File: config.mk
export PLATFORM = sky130hd
export DESIGN_NAME = tpf_ctrl
export DESIGN_NICKNAME = d
export VERILOG_FILES = /design/src/sv/tpf_pkg.sv /design/src/sv/tpf_ctrl.sv
export SDC_FILE = /design/constraint.sdc
export NUM_CORES = 1
export LEC_CHECK = 0
export ABC_AREA = 0
export BUFFER_PORTS_ARGS = -buffer_cell sky130_fd_sc_hd__buf_2
export CAP_MARGIN = 20
export CORE_UTILIZATION = 35
export DETAILED_ROUTE_END_ITERATION = 10
export PLACE_DENSITY_LB_ADDON = 0.1
export SYNTH_ARGS = -nofsm -noshare
export SYNTH_HDL_FRONTEND = slang
export SYNTH_SLANG_ARGS = --single-unit
File: constraint.sdc
create_clock -name clk -period 2.4 [get_ports clk]
set_clock_uncertainty 0.1 [all_clocks]
set_input_delay 0.36 -clock clk [delete_from_list [all_inputs] [get_ports clk]]
set_output_delay 0.36 -clock clk [all_outputs]
set_load 0.02 [all_outputs]
File: src/sv/tpf_pkg.sv
// ----------------------------------------------------------------------------
// tpf_pkg: shared types for the truncated Pareto frontier engine
// Operation codes, controller states, cost vector layout and the command and
// status bundles between controller and datapath.
// ----------------------------------------------------------------------------
package tpf_pkg;

  localparam int COST_BITS = 32;
  localparam int VIN_BITS  = 6;
  localparam int SIZE_BITS = 5;
  localparam int FUNC_BITS = 2;

  typedef enum logic [FUNC_BITS-1:0] {
    FN_GLOBAL = 2'd0,
    FN_LOCAL  = 2'd1,
    FN_INSERT = 2'd2,
    FN_NOP    = 2'd3
  } func_t;

  typedef enum logic [3:0] {
    ST_CLEAR,
    ST_IDLE,
    ST_CNT,
    ST_FSCAN,
    ST_HSCAN,
    ST_REWRITE,
    ST_TAIL,
    ST_FINISH,
    ST_DONE
  } state_t;

  // first objective in the lowest bits
  typedef struct packed {
    logic [COST_BITS-1:0] third;
    logic [COST_BITS-1:0] second;
    logic [COST_BITS-1:0] first;
  } vec_t;

  typedef struct packed {
    logic clr_wr;     // clear one count entry
    logic take;       // capture the input word
    logic cnt_latch;  // latch the counts of the vertex
    logic scan_init;  // restart frontier and history scans
    logic fscan;      // frontier scan, check pass
    logic hscan;      // history scan
    logic rw_init;    // restart frontier for the rewrite pass
    logic rewrite;    // frontier rewrite pass
    logic tail_wr;    // write the last frontier element
    logic finish_wr;  // append history, store counts
    logic res_load;   // load the result register
  } cmd_t;

  typedef struct packed {
    logic  clr_last;
    logic  fdone;
    logic  hdone;
    logic  found;
    logic  last_ok;
    logic  full;
    logic  out_busy;
    func_t func;
  } sts_t;

endpackage

File: src/sv/tpf_ctrl.sv
// ----------------------------------------------------------------------------
// tpf_ctrl: operation sequencer
// Steps through count clear, count fetch, frontier scan, history scan,
// frontier rewrite and result hand-off.
// ----------------------------------------------------------------------------
module tpf_ctrl
  import tpf_pkg::*;
(
  input  logic clk,
  input  logic rst,
  input  logic in_valid,
  output logic in_ready,
  input  sts_t sts,
  output cmd_t cmd
);

  state_t state, state_next;

  // state register
  always_ff @(posedge clk) begin
    if (rst) begin
      state <= ST_CLEAR;
    end else begin
      state <= state_next;
    end
  end

  // next state and commands
  always_comb begin
    state_next = state;
    cmd        = '0;
    in_ready   = 1'b0;
    case (state)
      ST_CLEAR: begin
        cmd.clr_wr = 1'b1;
        if (sts.clr_last) state_next = ST_IDLE;
      end
      ST_IDLE: begin
        in_ready = 1'b1;
        if (in_valid) begin
          cmd.take   = 1'b1;
          state_next = ST_CNT;
        end
      end
      ST_CNT: begin
        cmd.cnt_latch = 1'b1;
        cmd.scan_init = 1'b1;
        state_next    = (sts.func == FN_NOP) ? ST_DONE : ST_FSCAN;
      end
      ST_FSCAN: begin
        cmd.fscan = 1'b1;
        if (sts.fdone) begin
          case (sts.func)
            FN_LOCAL: begin
              state_next = (sts.found && !sts.last_ok) ? ST_HSCAN : ST_DONE;
            end
            FN_INSERT: begin
              if (sts.full) begin
                state_next = ST_DONE;
              end else begin
                cmd.rw_init = 1'b1;
                state_next  = ST_REWRITE;
              end
            end
            default: state_next = ST_DONE;
          endcase
        end
      end
      ST_HSCAN: begin
        cmd.hscan = 1'b1;
        if (sts.hdone) state_next = ST_DONE;
      end
      ST_REWRITE: begin
        cmd.rewrite = 1'b1;
        if (sts.fdone) state_next = ST_TAIL;
      end
      ST_TAIL: begin
        cmd.tail_wr = 1'b1;
        state_next  = ST_FINISH;
      end
      ST_FINISH: begin
        cmd.finish_wr = 1'b1;
        state_next    = ST_DONE;
      end
      ST_DONE: begin
        if (!sts.out_busy) begin
          cmd.res_load = 1'b1;
          state_next   = ST_IDLE;
        end
      end
      default: state_next = ST_CLEAR;
    endcase
  end

`ifndef ASSERT_OFF
  a_reset_clears: assert property (@(posedge clk) disable iff (rst)
    $past(rst) |-> state == ST_CLEAR)
    else $error("controller left clear sweep too early");
  a_res_free: assert property (@(posedge clk) disable iff (rst)
    cmd.res_load |-> !sts.out_busy)
    else $error("result loaded over a pending word");
  a_rewrite_insert: assert property (@(posedge clk) disable iff (rst)
    state == ST_REWRITE |-> sts.func == FN_INSERT && !sts.full)
    else $error("rewrite without a fitting insert");
  a_global_short: assert property (@(posedge clk) disable iff (rst)
    (state == ST_FSCAN && sts.fdone && sts.func == FN_GLOBAL) |=> state == ST_DONE)
    else $error("global check did not finish after frontier scan");
`endif

endmodule

==> flow_summary.json <==
{
  "outcome": "finished clean",
  "tns_ns": 0,
  "port_buffers": 23,
  "synth_most_common_cell": "nor2_1",
  "syn_area_per_cell_um2": 7.619,
  "fin_nets": 106,
  "cts_tree": "built",
  "clk_pin_slew_ns": 0.04,
  "power_w": 0.0004889,
  "p_leak_nw": 0.3244,
  "post_drt_wl_per_cell_um": 11.04,
  "synth_compound_area_frac": 0.2328,
  "grt.busiest_layer": "met2",
  "clock-sinks": 4,
  "grt_max_degree": 14,
  "cts_resized": 0,
  "dr.pass1.iters": 3,
  "worst_pin_slew_ns": 0.5080,
  "synth_top_family_by_area": "simple AND/OR/NAND/NOR gates",
  "die_area_um2": 1615,
  "critical-path-slowest-cell": "dfxtp_1",
  "cp.arrival_ns": 2.13,
  "grt_pass1_vias": 423,
  "endpoint_kind": "register",
  "worstSkewPairLatency_ns": 0.24,
  "ctsLongestPathBuffers": 2,
  "largest_register_ffs": 4,
  "slew_viol_final": 0,
  "initial_core_util": 0.3827,
  "syn_inst": 67,
  "yosysWarnings": 0,
  "finalHoldViolations": 0,
  "cap_violations": 0,
  "via_per_inst": 5.048,
  "vias": 525,
  "drive_gt1_frac": 0.3933,
  "grt_setup_unrepaired": "false",
  "cellPowerDensity_nw_per_um2": 781.6,
  "syn_area_um2": 510.5,
  "die_y_um": 40.19,
  "die_w_um": 40.19,
  "grt_pass1_wl_um": 1676,
  "crit_path_cell_trace": "xor2_1, a32oi_2, o311ai_2, or4_1, a21oi_1",
  "netlist_top_cells_count": "10 x nor2_1, 6 x a21oi_1, 4 x dfxtp_1, 4 x inv_1, 4 x nand2_1",
  "synth_cell_types": 32,
  "boundaryPins": 24,
  "yosys-mux-area-fraction": 0.08088,
  "area_growth_pct": 22.55,
  "synth.area.top_cells": "dfxtp_1 16%, ha_1 7.4%, nor2_1 7.4%",
  "yosysSeqAreaShare": 0.1569,
  "setup_violations": 0,
  "antenna_found_initial": 0,
  "cp-start-kind": "register",
  "htreeDepth": 1,
  "use_met3": 0.01667,
  "remaining_drc_errors": 0,
  "timing.slew.headroom": 0.6565,
  "grt_use_total": 0.1510,
  "grtUsageMet2": 0.2540,
  "max_stage_delay_ns": 0.61,
  "place_hpwl_um": 891.9,
  "initialDrtViolationCount": 11,
  "synth_top_cell_area_share": 0.1569,
  "grt.overflow.total": 0,
  "fin_crit_ns": 2.060,
  "numCtsBuffers": 3,
  "num_antenna_cells": 0,
  "holdCritPathClass": "input port to register",
  "synthesis.nets": 82,
  "max_clock_freq_ghz": 0.4855,
  "gp_congestion": 0.7484,
  "cts_hold_buffers": 0,
  "largestRegisters": "state x4",
  "synth_adder_area_share": 0.07353,
  "synth_edf_count": 0,
  "hold-worst-slack_ns": 0.2260,
  "synthSimpleGateAreaFrac": 0.3064,
  "synth-xor-area-share": 0.01716,
  "critical_path_required_ns": 2.47,
  "rows": 13,
  "cp_max_fo": 13,
  "final_core_util": 0.4690,
  "ys.flop_type": "dfxtp_1",
  "drt-total-wl_um": 1148,
  "ys_ff_latch": 4,
  "post-cts-setup-buffer-count": 0,
  "core-area_um2": 1334,
  "root_buffer": "clkbuf_4",
  "irDropWorstVdd_mv": 0.4868,
  "regMostFlops": "state",
  "use_met1": 0.1987,
  "fin_crit_sh": 0.8582,
  "antenna_left": 0,
  "post-synth-top-area-cell": "dfxtp_1",
  "crit_type": "register to register",
  "synthArstFlopShare": 0
}
## layout by cell type, fill, tap and decap left out
master and instances:
or4_1 1, a32oi_2 1, a21oi_1 6, a2111oi_0 1, buf_4 1, nand2_1 4, or2b_2 2, and2_1 1
nor2_1 10, or2_1 1, nor4b_1 1, mux2_2 1, o21ai_0 3, nor2b_1 3, o311a_2 1, buf_2 23
inv_2 1, ha_1 3, clkbuf_4 3, a211o_1 1, mux2i_1 3, dfxtp_1 4, and3_1 1, or3_1 1
a31oi_1 2, nor3_1 2, o311ai_2 1, nand3b_1 1, inv_1 4, xor2_1 1, and2b_2 1
## power breakdown
group / total, W / leakage, nW / switching (W) / internal, W
clock network: 0.0000855 / 0.0138 / 0.0000294 / 0.0000561
registers: 0.000126 / 0.0326 / 0.0000442 / 0.0000820
logic: 0.000277 / 0.278 / 0.000155 / 0.000122
## worst paths after layout
path                         start  slack [ns]                     to  cells after the start
max          state[2]$_SDFFE_PP0P_        0.34  state[2]$_SDFFE_PP0P_                      5
min                            rst        0.23  state[2]$_SDFFE_PP0P_                      2
max reg2reg  state[2]$_SDFFE_PP0P_        0.34  state[2]$_SDFFE_PP0P_                      5
min reg2reg  state[3]$_SDFFE_PP0P_        0.56  state[2]$_SDFFE_PP0P_                      2
## cell families (layout without fill, tap and decap cells)
logic type / count (synthesis) / in the layout
and+or+nand+nor: 29 / 29
AOI/OAI and AO/OA: 16 / 16
buffers and inverters: 10 / 32
muxes: 4 / 4
DFF: 4 / 4
adders and majority gates: 3 / 3
xor gates and xnor gates: 1 / 1
## per-layer routing
metal,vias to the layer above,share of wire
li1,277,-
met1,226,0.50
met2,20,0.43
met3,2,0.062
met4,0,0.012
met5,-,0
## critical path: cells and delay by family (launching register included)
family           cells  cell delay [ns]
AO/OA/AOI/OAI        3             0.62
XOR/XNOR             1             0.14
flip-flops           1             0.61
AND/OR/NAND/NOR      1             0.53
## metrics by stage
step | worst slack, ns | instance area, um^2 | cells
after detailed placement | 0.3140 | 603.1 | 101
after global placement | 0.3085 | 603.1 | 101
final | 0.3404 | 625.6 | 104
after floorplan | 0.4091 | 510.5 | 67
after global routing | 0.1692 | 625.6 | 104
after CTS | 0.3538 | 625.6 | 104
## layout make-up
class                           instances  area (um^2)
Fill cell                             150        708.2
Timing Repair Buffer                   24        122.6
Inverter                                5        18.77
Multi-Input combinational cell         53        362.8
Sequential cell                         4        80.08
Tap cell                               15        18.77
Clock buffer                            3        22.52
No activity file was read; power rests on OpenSTA's default activity.
